## src/design/gdds_pkg.sv

```systemverilog
// shared types, constants and calendar functions for the gregorian date day shifter
package gdds_pkg;

    localparam int YEAR_W  = 14;
    localparam int MONTH_W = 4;
    localparam int DAY_W   = 5;
    localparam int OFF_W   = 17;
    localparam int DIST_W  = 22;
    localparam int SER_W   = 23;   // serial day number up to the largest year the fields hold
    localparam int WDAY_W  = 18;   // signed running day count during a month walk

    localparam logic [YEAR_W-1:0]  MAX_YEAR   = 14'd9999;
    localparam logic [YEAR_W-1:0]  MIN_YEAR   = 14'd1;
    localparam logic [MONTH_W-1:0] JANUARY    = 4'd1;
    localparam logic [MONTH_W-1:0] FEBRUARY   = 4'd2;
    localparam logic [MONTH_W-1:0] DECEMBER   = 4'd12;
    localparam logic [DAY_W-1:0]   FIRST_DAY  = 5'd1;
    localparam logic [DIST_W-1:0]  DIST_MAX   = {DIST_W{1'b1}};

    // floor(y/100) = (y * RECIP_100) >> RECIP_SHIFT, exact for 14-bit y
    localparam int                 RECIP_SHIFT = 19;
    localparam logic [12:0]        RECIP_100   = 13'd5243;

    typedef enum logic [1:0] {
        KIND_LOAD  = 2'd0,
        KIND_SHIFT = 2'd1,
        KIND_CMP   = 2'd2,
        KIND_NONE  = 2'd3
    } t_kind;

    typedef enum logic [1:0] {
        ST_OK      = 2'd0,
        ST_INVALID = 2'd1,
        ST_RANGE   = 2'd2
    } t_status;

    typedef enum logic [2:0] {
        S_IDLE,
        S_DECODE,
        S_WALK,
        S_CMP0,
        S_CMP1,
        S_CMP2,
        S_CMP3,
        S_OUT
    } t_state;

    typedef struct packed {
        logic [YEAR_W-1:0]  year;
        logic [MONTH_W-1:0] month;
        logic [DAY_W-1:0]   day;
    } t_date;

    // floor(y/100) by reciprocal multiply
    function automatic logic [7:0] f_div100(input logic [YEAR_W-1:0] y);
        logic [26:0] prod;
        begin
            prod = 27'(y) * 27'(RECIP_100);
            return prod[RECIP_SHIFT +: 8];
        end
    endfunction

    function automatic logic f_leap(input logic [YEAR_W-1:0] y);
        logic [7:0]        q;
        logic [YEAR_W-1:0] r;
        begin
            q = f_div100(y);
            r = y - YEAR_W'(q) * YEAR_W'(100);
            // divisible by 400 iff divisible by 100 with a quotient divisible by 4
            return ((y[1:0] == 2'd0) && (r != '0)) || ((r == '0) && (q[1:0] == 2'd0));
        end
    endfunction

    function automatic logic [DAY_W-1:0] f_dim(input logic [YEAR_W-1:0] y,
                                               input logic [MONTH_W-1:0] m);
        begin
            case (m)
                4'd1, 4'd3, 4'd5, 4'd7, 4'd8, 4'd10, 4'd12: return 5'd31;
                4'd4, 4'd6, 4'd9, 4'd11:                    return 5'd30;
                4'd2:    return f_leap(y) ? 5'd29 : 5'd28;
                default: return 5'd0;
            endcase
        end
    endfunction

    // days in a common year before the first of month m
    function automatic logic [8:0] f_days_before_month(input logic [MONTH_W-1:0] m);
        begin
            case (m)
                4'd1:    return 9'd0;
                4'd2:    return 9'd31;
                4'd3:    return 9'd59;
                4'd4:    return 9'd90;
                4'd5:    return 9'd120;
                4'd6:    return 9'd151;
                4'd7:    return 9'd181;
                4'd8:    return 9'd212;
                4'd9:    return 9'd243;
                4'd10:   return 9'd273;
                4'd11:   return 9'd304;
                4'd12:   return 9'd334;
                default: return 9'd0;
            endcase
        end
    endfunction

    function automatic logic f_date_ok(input t_date d);
        logic [DAY_W-1:0] dim;
        begin
            dim = f_dim(d.year, d.month);
            return (d.year >= MIN_YEAR) && (d.year <= MAX_YEAR) && (dim != '0)
                && (d.day >= FIRST_DAY) && (d.day <= dim);
        end
    endfunction

endpackage

```

## src/design/gdds_serial.sv

```systemverilog
// two-stage unit turning a valid date into its serial day number
module gdds_serial
    import gdds_pkg::*;
(
    input  logic             i_clk,
    input  t_date            i_date,
    output logic [SER_W-1:0] o_serial
);

    logic [YEAR_W-1:0] w_p;
    logic [YEAR_W-1:0] r_p;
    logic [7:0]        r_q100;
    logic              r_leap_adj;
    logic [9:0]        r_before;
    logic [SER_W-1:0]  r_serial;

    assign w_p = i_date.year - 14'd1;

    // stage 1: quotient by 100, leap-day term, days before the month plus day
    always_ff @(posedge i_clk) begin
        r_p        <= w_p;
        r_q100     <= f_div100(w_p);
        r_leap_adj <= f_leap(i_date.year) && (i_date.month > FEBRUARY);
        r_before   <= 10'(f_days_before_month(i_date.month)) + 10'(i_date.day);
    end

    // stage 2: 365p + p/4 - p/100 + p/400 + rest
    always_ff @(posedge i_clk) begin
        r_serial <= SER_W'(r_p) * SER_W'(365) + SER_W'(r_p[YEAR_W-1:2])
                  - SER_W'(r_q100) + SER_W'(r_q100[7:2])
                  + SER_W'(r_before) + SER_W'(r_leap_adj);
    end

    assign o_serial = r_serial;

endmodule

```

## src/design/gregorian_date_day_shifter_top.sv

```systemverilog
// top level: gregorian date register with load, day shift and date compare
// a load, kind 3 or an invalid compare goes from the decode state straight to the result
// a valid compare steps through the compare states S_CMP0 to S_CMP3; a shift walks month by month
// one item at a time: the next item is taken the cycle after the result transfer
// the month walk (one add and compare per cycle) sets the shift time
// reset: synchronous, active low; date returns to 0001-01-01, no result pending
module gregorian_date_day_shifter_top
    import gdds_pkg::*;
(
    input  logic                      i_clk,
    input  logic                      i_rst_n,
    // input channel
    input  logic                      i_valid,
    output logic                      o_ready,
    input  logic [1:0]                i_kind,
    input  logic [YEAR_W-1:0]         i_year_in,
    input  logic [MONTH_W-1:0]        i_month_in,
    input  logic [DAY_W-1:0]          i_day_in,
    input  logic signed [OFF_W-1:0]   i_offset_days,
    // result channel
    output logic                      o_valid,
    input  logic                      i_ready,
    output logic [YEAR_W-1:0]         o_year_out,
    output logic [MONTH_W-1:0]        o_month_out,
    output logic [DAY_W-1:0]          o_day_out,
    output logic                      o_is_less,
    output logic                      o_is_equal,
    output logic [DIST_W-1:0]         o_distance,
    output logic [1:0]                o_status
);

    // sequencer state
    t_state r_state, n_state;

    // captured item
    t_kind                   r_kind, n_kind;
    t_date                   r_given, n_given;
    logic signed [OFF_W-1:0] r_off, n_off;

    // current date, the only state that survives between items
    t_date r_cur, n_cur;

    // month walk working registers
    logic [YEAR_W-1:0]         r_wy, n_wy;
    logic [MONTH_W-1:0]        r_wm, n_wm;
    logic signed [WDAY_W-1:0]  r_wd, n_wd;

    // compare path
    logic [SER_W-1:0] r_ser_a, n_ser_a;

    // result registers
    logic              r_less, n_less;
    logic              r_eq, n_eq;
    logic [DIST_W-1:0] r_dist, n_dist;
    t_status           r_status, n_status;

    // combinational helpers
    logic                     w_given_ok;
    logic [DAY_W-1:0]         w_dim;
    logic [MONTH_W-1:0]       w_pm;
    logic [YEAR_W-1:0]        w_py;
    logic [DAY_W-1:0]         w_pdim;
    logic                     w_over;
    logic                     w_under;
    logic                     w_top_edge;
    logic                     w_bottom_edge;
    t_date                    w_ser_in;
    logic [SER_W-1:0]         w_serial;
    logic [SER_W-1:0]         w_diff;

    assign w_given_ok = f_date_ok(r_given);

    // length of the walk month and of the month before it
    assign w_dim  = f_dim(r_wy, r_wm);
    assign w_pm   = (r_wm == JANUARY) ? DECEMBER : r_wm - 4'd1;
    assign w_py   = (r_wm == JANUARY) ? r_wy - 14'd1 : r_wy;
    assign w_pdim = f_dim(w_py, w_pm);

    assign w_over        = r_wd > $signed(WDAY_W'(w_dim));
    assign w_under       = r_wd < $signed(WDAY_W'(FIRST_DAY));
    assign w_top_edge    = (r_wm == DECEMBER) && (r_wy == MAX_YEAR);
    assign w_bottom_edge = (r_wm == JANUARY) && (r_wy == MIN_YEAR);

    // serial unit sees the current date first, the given date the cycle after
    assign w_ser_in = (r_state == S_CMP0) ? r_cur : r_given;

    gdds_serial u_serial (
        .i_clk    (i_clk),
        .i_date   (w_ser_in),
        .o_serial (w_serial)
    );

    assign w_diff = (r_ser_a < w_serial) ? w_serial - r_ser_a : r_ser_a - w_serial;

    // next state
    always_comb begin
        n_state = r_state;
        case (r_state)
            S_IDLE: begin
                if (i_valid) n_state = S_DECODE;
            end
            S_DECODE: begin
                case (r_kind)
                    KIND_SHIFT: n_state = S_WALK;
                    KIND_CMP:   n_state = w_given_ok ? S_CMP0 : S_OUT;
                    default:    n_state = S_OUT;
                endcase
            end
            S_WALK: begin
                if (w_over) begin
                    if (w_top_edge) n_state = S_OUT;
                end else if (w_under) begin
                    if (w_bottom_edge) n_state = S_OUT;
                end else begin
                    n_state = S_OUT;
                end
            end
            S_CMP0: n_state = S_CMP1;
            S_CMP1: n_state = S_CMP2;
            S_CMP2: n_state = S_CMP3;
            S_CMP3: n_state = S_OUT;
            S_OUT: begin
                if (i_ready) n_state = S_IDLE;
            end
            default: n_state = S_IDLE;
        endcase
    end

    // datapath and result values
    always_comb begin
        n_kind   = r_kind;
        n_given  = r_given;
        n_off    = r_off;
        n_cur    = r_cur;
        n_wy     = r_wy;
        n_wm     = r_wm;
        n_wd     = r_wd;
        n_ser_a  = r_ser_a;
        n_less   = r_less;
        n_eq     = r_eq;
        n_dist   = r_dist;
        n_status = r_status;
        case (r_state)
            S_IDLE: begin
                if (i_valid) begin
                    n_kind        = t_kind'(i_kind);
                    n_given.year  = i_year_in;
                    n_given.month = i_month_in;
                    n_given.day   = i_day_in;
                    n_off         = i_offset_days;
                end
            end
            S_DECODE: begin
                n_less   = 1'b0;
                n_eq     = 1'b0;
                n_dist   = '0;
                n_status = ST_OK;
                case (r_kind)
                    KIND_LOAD: begin
                        if (w_given_ok) n_cur = r_given;
                        else            n_status = ST_INVALID;
                    end
                    KIND_SHIFT: begin
                        // day of month plus offset, resolved by walking months
                        n_wy = r_cur.year;
                        n_wm = r_cur.month;
                        n_wd = $signed(WDAY_W'(r_cur.day)) + WDAY_W'(r_off);
                    end
                    KIND_CMP: begin
                        if (!w_given_ok) n_status = ST_INVALID;
                    end
                    default: n_status = ST_INVALID;
                endcase
            end
            S_WALK: begin
                if (w_over) begin
                    if (w_top_edge) begin
                        n_status = ST_RANGE;
                    end else begin
                        n_wd = r_wd - $signed(WDAY_W'(w_dim));
                        if (r_wm == DECEMBER) begin
                            n_wy = r_wy + 14'd1;
                            n_wm = JANUARY;
                        end else begin
                            n_wm = r_wm + 4'd1;
                        end
                    end
                end else if (w_under) begin
                    if (w_bottom_edge) begin
                        n_status = ST_RANGE;
                    end else begin
                        n_wd = r_wd + $signed(WDAY_W'(w_pdim));
                        n_wy = w_py;
                        n_wm = w_pm;
                    end
                end else begin
                    n_cur.year  = r_wy;
                    n_cur.month = r_wm;
                    n_cur.day   = r_wd[DAY_W-1:0];
                end
            end
            S_CMP2: begin
                n_ser_a = w_serial;
            end
            S_CMP3: begin
                n_less = r_ser_a < w_serial;
                n_eq   = r_ser_a == w_serial;
                n_dist = (w_diff > SER_W'(DIST_MAX)) ? DIST_MAX : w_diff[DIST_W-1:0];
            end
            default: begin
            end
        endcase
    end

    // control registers
    always_ff @(posedge i_clk) begin
        if (!i_rst_n) begin
            r_state     <= S_IDLE;
            r_cur.year  <= MIN_YEAR;
            r_cur.month <= JANUARY;
            r_cur.day   <= FIRST_DAY;
        end else begin
            r_state <= n_state;
            r_cur   <= n_cur;
        end
    end

    // payload registers
    always_ff @(posedge i_clk) begin
        r_kind   <= n_kind;
        r_given  <= n_given;
        r_off    <= n_off;
        r_wy     <= n_wy;
        r_wm     <= n_wm;
        r_wd     <= n_wd;
        r_ser_a  <= n_ser_a;
        r_less   <= n_less;
        r_eq     <= n_eq;
        r_dist   <= n_dist;
        r_status <= n_status;
    end

    // handshake: one item in flight, result held until its transfer
    assign o_ready     = (r_state == S_IDLE);
    assign o_valid     = (r_state == S_OUT);
    assign o_year_out  = r_cur.year;
    assign o_month_out = r_cur.month;
    assign o_day_out   = r_cur.day;
    assign o_is_less   = r_less;
    assign o_is_equal  = r_eq;
    assign o_distance  = r_dist;
    assign o_status    = r_status;

endmodule

```

## config.mk

```make
export PLATFORM = sky130hd
export DESIGN_NAME = gregorian_date_day_shifter_top
export DESIGN_NICKNAME = d
export VERILOG_FILES = /design/src/design/gdds_pkg.sv /design/src/design/gdds_serial.sv /design/src/design/gregorian_date_day_shifter_top.sv
export SDC_FILE = /design/constraint.sdc
export NUM_CORES = 2
export LEC_CHECK = 0
export ABC_AREA = 1
export ABC_CLOCK_PERIOD_IN_PS = 13900
export BUFFER_PORTS_ARGS = -buffer_cell sky130_fd_sc_hd__buf_2
export CAP_MARGIN = 20
export CORE_AREA = 3 3 402 404
export DETAILED_ROUTE_END_ITERATION = 12
export DIE_AREA = 0 0 405 407
export GPL_TIMING_DRIVEN = 0
export PLACE_DENSITY = 0.46
export SYNTH_ARGS = -nofsm -noshare
export SYNTH_HDL_FRONTEND = slang
export SYNTH_HIERARCHICAL = 1
export SYNTH_SLANG_ARGS = --single-unit
```

## constraint.sdc

```tcl
create_clock -name i_clk -period 13.9 [get_ports i_clk]
set_input_delay 4.17 -clock i_clk [delete_from_list [all_inputs] [get_ports i_clk]]
set_output_delay 4.17 -clock i_clk [all_outputs]
set_load 0.05 [all_outputs]
```

* Yosys cells after proc, flatten, opt, wreduce, memory -nomap -nowiden
Memory sizes are Yosys's and may differ from the RTL's. Index checks and enable logic that the tools add are counted.
Word-level totals: register bits 209, ROM bits 144, input port bits 46, logic and storage cells 232, memories kept 1
Memories:
- (name not given) | words 16, width 9, read ports 1, clocked after memory_dff 0, wr ports 0, RTL line gdds_pkg.sv:89 | case (m)
Cells by class: add/subtract/negate cells 20, multipliers 10, $lt $le $gt $ge 9, eq/ne operators 62, mux-type cells 55, reduce and logical (&&, ||, !) cells 53
Operator list (count):
- two-way mux 23 bit | 6
- multiplier 14 x 13 -> 27 bit, second input constant | 5
- two-way mux 14 bit | 7
- two-way mux 18 bit | 5
- == test 4 bit, second input constant | 15
- logical NOT 14 bit | 4
- nonzero test 14 bit | 4
- subtractor 14 bit | 4
- == test 4 x 3 -> 1 bit, second input constant | 12
- multiplier 8 x 5 -> 12 bit, second input constant | 4
- one-hot mux 23 bit (2 select lines) | 1
- subtractor 23 bit | 2
- one-hot mux 5 bit (3 select lines) | 3
- one-hot mux 22 bit (2 select lines) | 1
- one-hot mux 18 bit (2 select lines) | 1
- two-way mux 4 bit | 7
- one-hot mux 14 bit (2 select lines) | 1
- subtractor 14 x 1 -> 14 bit, second input constant | 2
- == test 4 x 2 -> 1 bit, second input constant | 6
- one-hot mux 3 bit (8 select lines) | 1
- adder 23 x 1 -> 23 bit | 1
- adder 23 x 10 -> 23 bit | 1
- adder 23 x 12 -> 23 bit | 1
- adder 23 x 6 -> 23 bit | 1
- 52 further kinds | 114

* Longest topological paths before layout
depth after elaboration 15, depth in mapped cells 67, mapped depth without buffers 67

* By module
The synthesis kept the hierarchy.
By module, submodules not included:
- gregorian_date_day_shifter_top | times used 1, cells each 3158, area each 25722.2 um2, sequential area each 4334.2 um2
- gdds_serial | times used 1, cells each 1471, area each 13769.5 um2, sequential area each 1121.1 um2

* Worst setup path before layout
Ideal clock, no wire load.
kind register -> register, start point register r_wy[9], end point register r_wy[0], enable pin, library setup time 0.364 ns, arrival 10.407 ns, required time 13.536 ns, slack 3.129 ns, stages on the path, launching flop included 54, path buffers 0, cell sequence edfxtp_1 > fa_1 > ha_1 > fa_1 > inv_1 > fa_1 > inv_1 > fa_1 > ha_1 > nand2_1 > nor4_1 > nand3_1 > o21ai_0 > xor2_1 > inv_1 > ha_1 > ha_1 > inv_1 > [18 not listed] > nand3_1 > nand3_1 > nand2_1 > ha_1 > inv_1 > fa_1 > nand2_1 > nand2_1 > nand2_1 > nand2_1 > o21ai_1 > nand3_1 > nand2_2 > nor2_1 > inv_1 > o221ai_1 > nor2_1 > o21a_1
Between the ends: word-level cells in the longest chain between the ends 11, elaborated cells between the ends (all ways) 21
Ends and longest elaborated chain:
- from (decl) | RTL line gregorian_date_day_shifter_top.sv:44 | logic [YEAR_W-1:0] r_wy, n_wy;
- from (signal assigned) | RTL line gregorian_date_day_shifter_top.sv:233 | r_wy <= n_wy;
- multiplier 14 x 13 -> 27 bit | RTL line gdds_pkg.sv:58 | prod = 27'(y) * 27'(RECIP_100);
- multiplier 8 x 5 -> 12 bit | RTL line gdds_pkg.sv:68 | r = y - YEAR_W'(q) * YEAR_W'(100);
- subtractor 14 bit | RTL line gdds_pkg.sv:68
- nonzero test 14 bit or logical NOT 14 bit (tied branches) | RTL line gdds_pkg.sv:70 | return ((y[1:0] == 2'd0) && (r != '0)) || ((r == '0) && (q[1:0] == 2'd0));
- logical AND 1 bit | RTL line gdds_pkg.sv:70
- logical OR 1 bit | RTL line gdds_pkg.sv:70
- two-way mux 1 bit | RTL line gdds_pkg.sv:80 | 4'd2: return f_leap(y) ? 5'd29 : 5'd28;
- one-hot mux 5 bit (3 select lines) | RTL line gdds_pkg.sv:77 | case (m)
- greater-than comparator 18 x 6 -> 1 bit | RTL line gregorian_date_day_shifter_top.sv:79 | assign w_over = r_wd > $signed(WDAY_W'(w_dim));
- != test 3 bit (no line)
- AND reduction 6 bit (no line) *
Mark *: on every way between the ends. The rest lies on a longest branch, timed or not. A chain may end at the register's enable or synchronous reset.

* Worst setup path in the final report
start point register r_wy[0], end point register r_wd[16] (data pin)
Between the ends: word-level cells in the longest chain between the ends 15, elaborated cells between the ends (all ways) 34
Ends and longest elaborated chain:
- subtractor 14 x 1 -> 14 bit | RTL line gregorian_date_day_shifter_top.sv:76 | assign w_py = (r_wm == JANUARY) ? r_wy - 14'd1 : r_wy;
- two-way mux 14 bit | RTL line gregorian_date_day_shifter_top.sv:76
- multiplier 14 x 13 -> 27 bit | RTL line gdds_pkg.sv:58
- multiplier 8 x 5 -> 12 bit | RTL line gdds_pkg.sv:68
- subtractor 14 bit | RTL line gdds_pkg.sv:68
- nonzero test 14 bit or logical NOT 14 bit (tied branches) | RTL line gdds_pkg.sv:70
- logical AND 1 bit | RTL line gdds_pkg.sv:70
- logical OR 1 bit | RTL line gdds_pkg.sv:70
- two-way mux 1 bit | RTL line gdds_pkg.sv:80
- one-hot mux 5 bit (3 select lines) | RTL line gdds_pkg.sv:77
- adder 18 x 6 -> 18 bit | RTL line gregorian_date_day_shifter_top.sv:192 | n_wd = r_wd + $signed(WDAY_W'(w_pdim));
- two-way mux 18 bit | RTL line gregorian_date_day_shifter_top.sv:189 | if (w_bottom_edge) begin
- two-way mux 18 bit | RTL line gregorian_date_day_shifter_top.sv:188 | end else if (w_under) begin
- two-way mux 18 bit * | RTL line gregorian_date_day_shifter_top.sv:176 | if (w_over) begin
- one-hot mux 18 bit (2 select lines) * | RTL line gregorian_date_day_shifter_top.sv:143 | case (r_state)
- via n_wd[16] | RTL line gregorian_date_day_shifter_top.sv:46 | logic signed [WDAY_W-1:0] r_wd, n_wd;
- to (signal assigned) | RTL line gregorian_date_day_shifter_top.sv:235 | r_wd <= n_wd;
- to (decl) | RTL line gregorian_date_day_shifter_top.sv:46
The timed path passes the listed nets; every way through them passes the cells marked *. The select of a mux whose other input is x is not followed.

==> flow_metrics.env <==
export IMPL_status="finished, final reports clean"
export IMPL_nNetsFinal=6097
export IMPL_syn_nets=5944
export IMPL_track_usage=0.1355
export IMPL_wirelength_per_cell_um=16.12
export IMPL_worst_endpoint_required_ns=14.26
export IMPL_clock_tree_root_cell="sky130_fd_sc_hd__clkbuf_16"
export IMPL_die_height_um=407
export IMPL_clock_sinks=209
export IMPL_layout_worst_path_cycle_share=0.9334
export IMPL_yosys_area_top_type_share=0.2709
export IMPL_timing_fmax_ghz=0.07708
export IMPL_worst_ep_arrival_time_ns=13.33
export IMPL_starting_density_of_the_core=0.2496
export IMPL_synth_top_family_by_area="adder cells"
export IMPL_crit_path_start_kind="flop"
export IMPL_layout_min_cycle_time_ns=12.97
export IMPL_worst_setup_slack_final_ns=0.9263
export IMPL_via_count=30000
export IMPL_cts_hold_buf=0
export IMPL_postSynthRegisterBits=209
export IMPL_hpwl_mm=97.61
export IMPL_first_global_vias=30970
export IMPL_multi_input_area_um2=29620
export IMPL_dr_first_iter_drc_count=1320
export IMPL_most_used_flip_flop_cell_after_synthesis="sky130_fd_sc_hd__edfxtp_1"
export IMPL_synth_edf_count=127
export IMPL_groute_layer_met1_usage=0.1828
export IMPL_worst_setup_path_type="reg2reg"
export IMPL_max_stage_delay_ns=0.59
export IMPL_synth_cells=4629
export IMPL_post_synth_xor_xnor_area=0.04458
export IMPL_timing_worst_slew_pin_value_ns=1.111
export IMPL_worst_path_most_repeated_cell="sky130_fd_sc_hd__nand2_1"
export IMPL_synth_distinct_cells=67
export IMPL_synth_yosys_seq_area_share=0.1381
export IMPL_setup_repair_after_global_routing_missed_its_margin="no"
export IMPL_core_region_area_um2=158200
export IMPL_ys_async_sr_fraction=0
export IMPL_x_dimension_of_the_die_um=405
export IMPL_gpl_final_weighted_congestion=0.8582
export IMPL_final_skew_ns=0.01277
export IMPL_cts_htree_levels=1
export IMPL_grt_antenna_before_repair=5
export IMPL_share_of_synthesized_cell_area_in_full_adder_half_adder_and_majority_cells=0.4808
export IMPL_ys_top_cells_by_area="sky130_fd_sc_hd__ha_1 27%, sky130_fd_sc_hd__fa_1 21%, sky130_fd_sc_hd__inv_1 10%"
export IMPL_synth_simple_gate_area_share=0.1231
export IMPL_gr_usage_met2=0.2253
export IMPL_detailedRoute_firstPassIterationCount=5
export IMPL_total_count_of_max_transition_violations_in_the_final_report=0
export IMPL_hold_violations=0
export IMPL_filler_cell_count=17100
export IMPL_max_clock_path_buffers=3
export IMPL_cts_inserted_buffers=31
export IMPL_area_taken_by_flip_flops_and_latches_um2=5455
export IMPL_wirelength_mm=110.9
export IMPL_yosysMostFrequentCell="sky130_fd_sc_hd__inv_1"
export IMPL_boundaryPins=97
export IMPL_clock_tree_from_tritoncts="done"
export IMPL_finalSetupViolCount=0
export IMPL_drt_vias_per_instance=4.359
export IMPL_worst_slew_margin_rel=0.2565
export IMPL_clk_insertion_delay_late_ns=0.62
export IMPL_postRouteAntennaNets=0
export IMPL_final_util=0.2775
export IMPL_pre_cts_slack_ns=0.8209
export IMPL_post_synth_instance_area_um2=39490
export IMPL_worst_path_max_delay_cell="sky130_fd_sc_hd__edfxtp_1"
export IMPL_worstHoldPathType="reg2reg"
export IMPL_critical_path_max_fanout=8
export IMPL_synthesis_area_per_instance_um2=8.531
export IMPL_areaGrowthSynthToFinish_pct=11.16
export IMPL_remaining_drc_errors=0
export IMPL_buffer_ports_inserted=96
export IMPL_grt_max_degree=25
export IMPL_die_area_um2=164800
export IMPL_place_inst=6814
export IMPL_drive_gt1_frac=0.06823
export IMPL_synth_top_area_cell="sky130_fd_sc_hd__ha_1"
export IMPL_clkTransAtPathRegs_ns=0.06
export IMPL_synth_area_mux_share=0.0008237
export IMPL_drv_cap=0
export IMPL_synth_compound_gate_area_share=0.09974
export IMPL_gr_total_overflow=0
export IMPL_tns_ns=0
export IMPL_endpoint_kind="flop"
export IMPL_finalNonFillerCells=6882
export IMPL_global_route_usage_met3=0.02524
export IMPL_first_pass_grt_wire_length_mm=174.2
export IMPL_std_cell_rows=146
export IMPL_grt_busiest_layer="met2"
export IMPL_synth_top_cells_by_count="1095 x sky130_fd_sc_hd__inv_1, 855 x sky130_fd_sc_hd__ha_1, 598 x sky130_fd_sc_hd__nand2_1"
export IMPL_yosysWarningCount=6
==> cell families (layout without fill, tap and decap cells) <==
family	Yosys count	after routing
buffers and inverters	1160	1338
AND/OR/NAND/NOR	1121	1121
other	1	4
AO/OA/AOI/OAI	668	668
multiplexers	3	3
adder cells (fa/ha/maj)	1269	1269
flip-flops	209	209
XOR/XNOR	198	198
==> routing by layer <==
layer | share of wire | up-vias | wire length (µm)
li1 | - | 15140 | -
met4 | 0.021 | 4 | 2324
met1 | 0.47 | 14250 | 52520
met5 | 0.00021 | - | 23
met3 | 0.053 | 111 | 5857
met2 | 0.45 | 501 | 50210
==> metrics by stage <==
step / cell area, µm² / hold WS (ns)
after floorplan: 39490 / 0.4082
after global placement: 42560 / 0.4534
after detailed placement: 42790 / 0.4608
after CTS: 43830 / 0.4716
after global routing: 43890 / 0.4734
final: 43900 / 0.4636
==> repair_timing <==
item / CTS / global route
setup buffers: 0 / 7
resized for setup: 0 / 2
endpoints found under the setup margin: 0 / 2
==> state kept, by name (all words and copies together) (netlist names), 5 cells and up <==
name	flops
o_day_out	5
o_distance	22
o_year_out	14
r_given	23
r_off	17
r_ser_a	23
r_wd	18
r_wy	14
u_serial/o_serial	23
u_serial/r_before	10
u_serial/r_p	14
u_serial/r_q100	8
==> cells in the final DEF (no fill, tap or decap), types with 12 or more instances in the layout <==
| cell type | netlist | routed |
|---|---|---|
| sky130_fd_sc_hd__a21o_1 | 17 | 17 |
| sky130_fd_sc_hd__nor2_1 | 228 | 226 |
| sky130_fd_sc_hd__o21a_1 | 16 | 16 |
| sky130_fd_sc_hd__o21ai_0 | 169 | 165 |
| sky130_fd_sc_hd__nand3_1 | 137 | 137 |
| sky130_fd_sc_hd__buf_2 | 15 | 116 |
| sky130_fd_sc_hd__ha_1 | 855 | 855 |
| sky130_fd_sc_hd__xor2_1 | 130 | 129 |
| sky130_fd_sc_hd__dfxtp_1 | 82 | 82 |
| sky130_fd_sc_hd__o21ai_1 | 32 | 34 |
| sky130_fd_sc_hd__edfxtp_1 | 127 | 127 |
| sky130_fd_sc_hd__nand2_1 | 598 | 598 |
| sky130_fd_sc_hd__buf_6 | 9 | 12 |
| sky130_fd_sc_hd__o21bai_1 | 19 | 19 |
| sky130_fd_sc_hd__inv_1 | 1095 | 1094 |
| sky130_fd_sc_hd__nor3_1 | 32 | 31 |
| sky130_fd_sc_hd__o211ai_1 | 14 | 14 |
| sky130_fd_sc_hd__a211oi_1 | 15 | 15 |
| sky130_fd_sc_hd__nand2_2 | 21 | 21 |
| sky130_fd_sc_hd__fa_1 | 414 | 414 |
| sky130_fd_sc_hd__a21oi_1 | 261 | 258 |
| sky130_fd_sc_hd__inv_2 | 14 | 14 |
| sky130_fd_sc_hd__a31oi_1 | 26 | 26 |
| sky130_fd_sc_hd__clkbuf_16 | 0 | 33 |
| sky130_fd_sc_hd__clkbuf_1 | 20 | 25 |
| sky130_fd_sc_hd__a21oi_2 | 27 | 30 |
| sky130_fd_sc_hd__o221ai_1 | 15 | 15 |
| sky130_fd_sc_hd__xnor2_1 | 66 | 66 |
| sky130_fd_sc_hd__nand4_1 | 42 | 42 |
| sky130_fd_sc_hd__buf_4 | 2 | 14 |
==> final cells by class <==
class,count,share of cell area
Multi-Input combinational cell,3260,0.6748
Sequential cell,209,0.1243
Inverter,1113,0.09540
Tap cell,2072,0.05906
Clock buffer,39,0.01955
Timing Repair Buffer,120,0.01656
Buffer,47,0.006157
Clock inverter,19,0.003990
Antenna cell,3,0.0001710
==> path summary, 6_finish.rpt <==
kind,from,endpoint,slack (ns),cells after the start
max reg2reg,r_wy[0],r_wd[16],0.93,66
min reg2reg,u_serial/o_serial[10],r_ser_a[10],0.46,0
max,r_wy[0],r_wd[16],0.93,66
min,u_serial/o_serial[10],r_ser_a[10],0.46,0
==> critical path, delay by kind of cell, from the launching register on <==
kind	cells	cell delay (ns)
simple gates	23	2.56
compound gates	13	2.27
flops	1	0.59
xor+xnor	3	0.73
fa+ha+maj	13	5.04
buf+inv	14	1.49
Power is left out: the tool's default activity adds up to more than one toggle a clock period on the data nets, which glitch-free logic cannot reach.
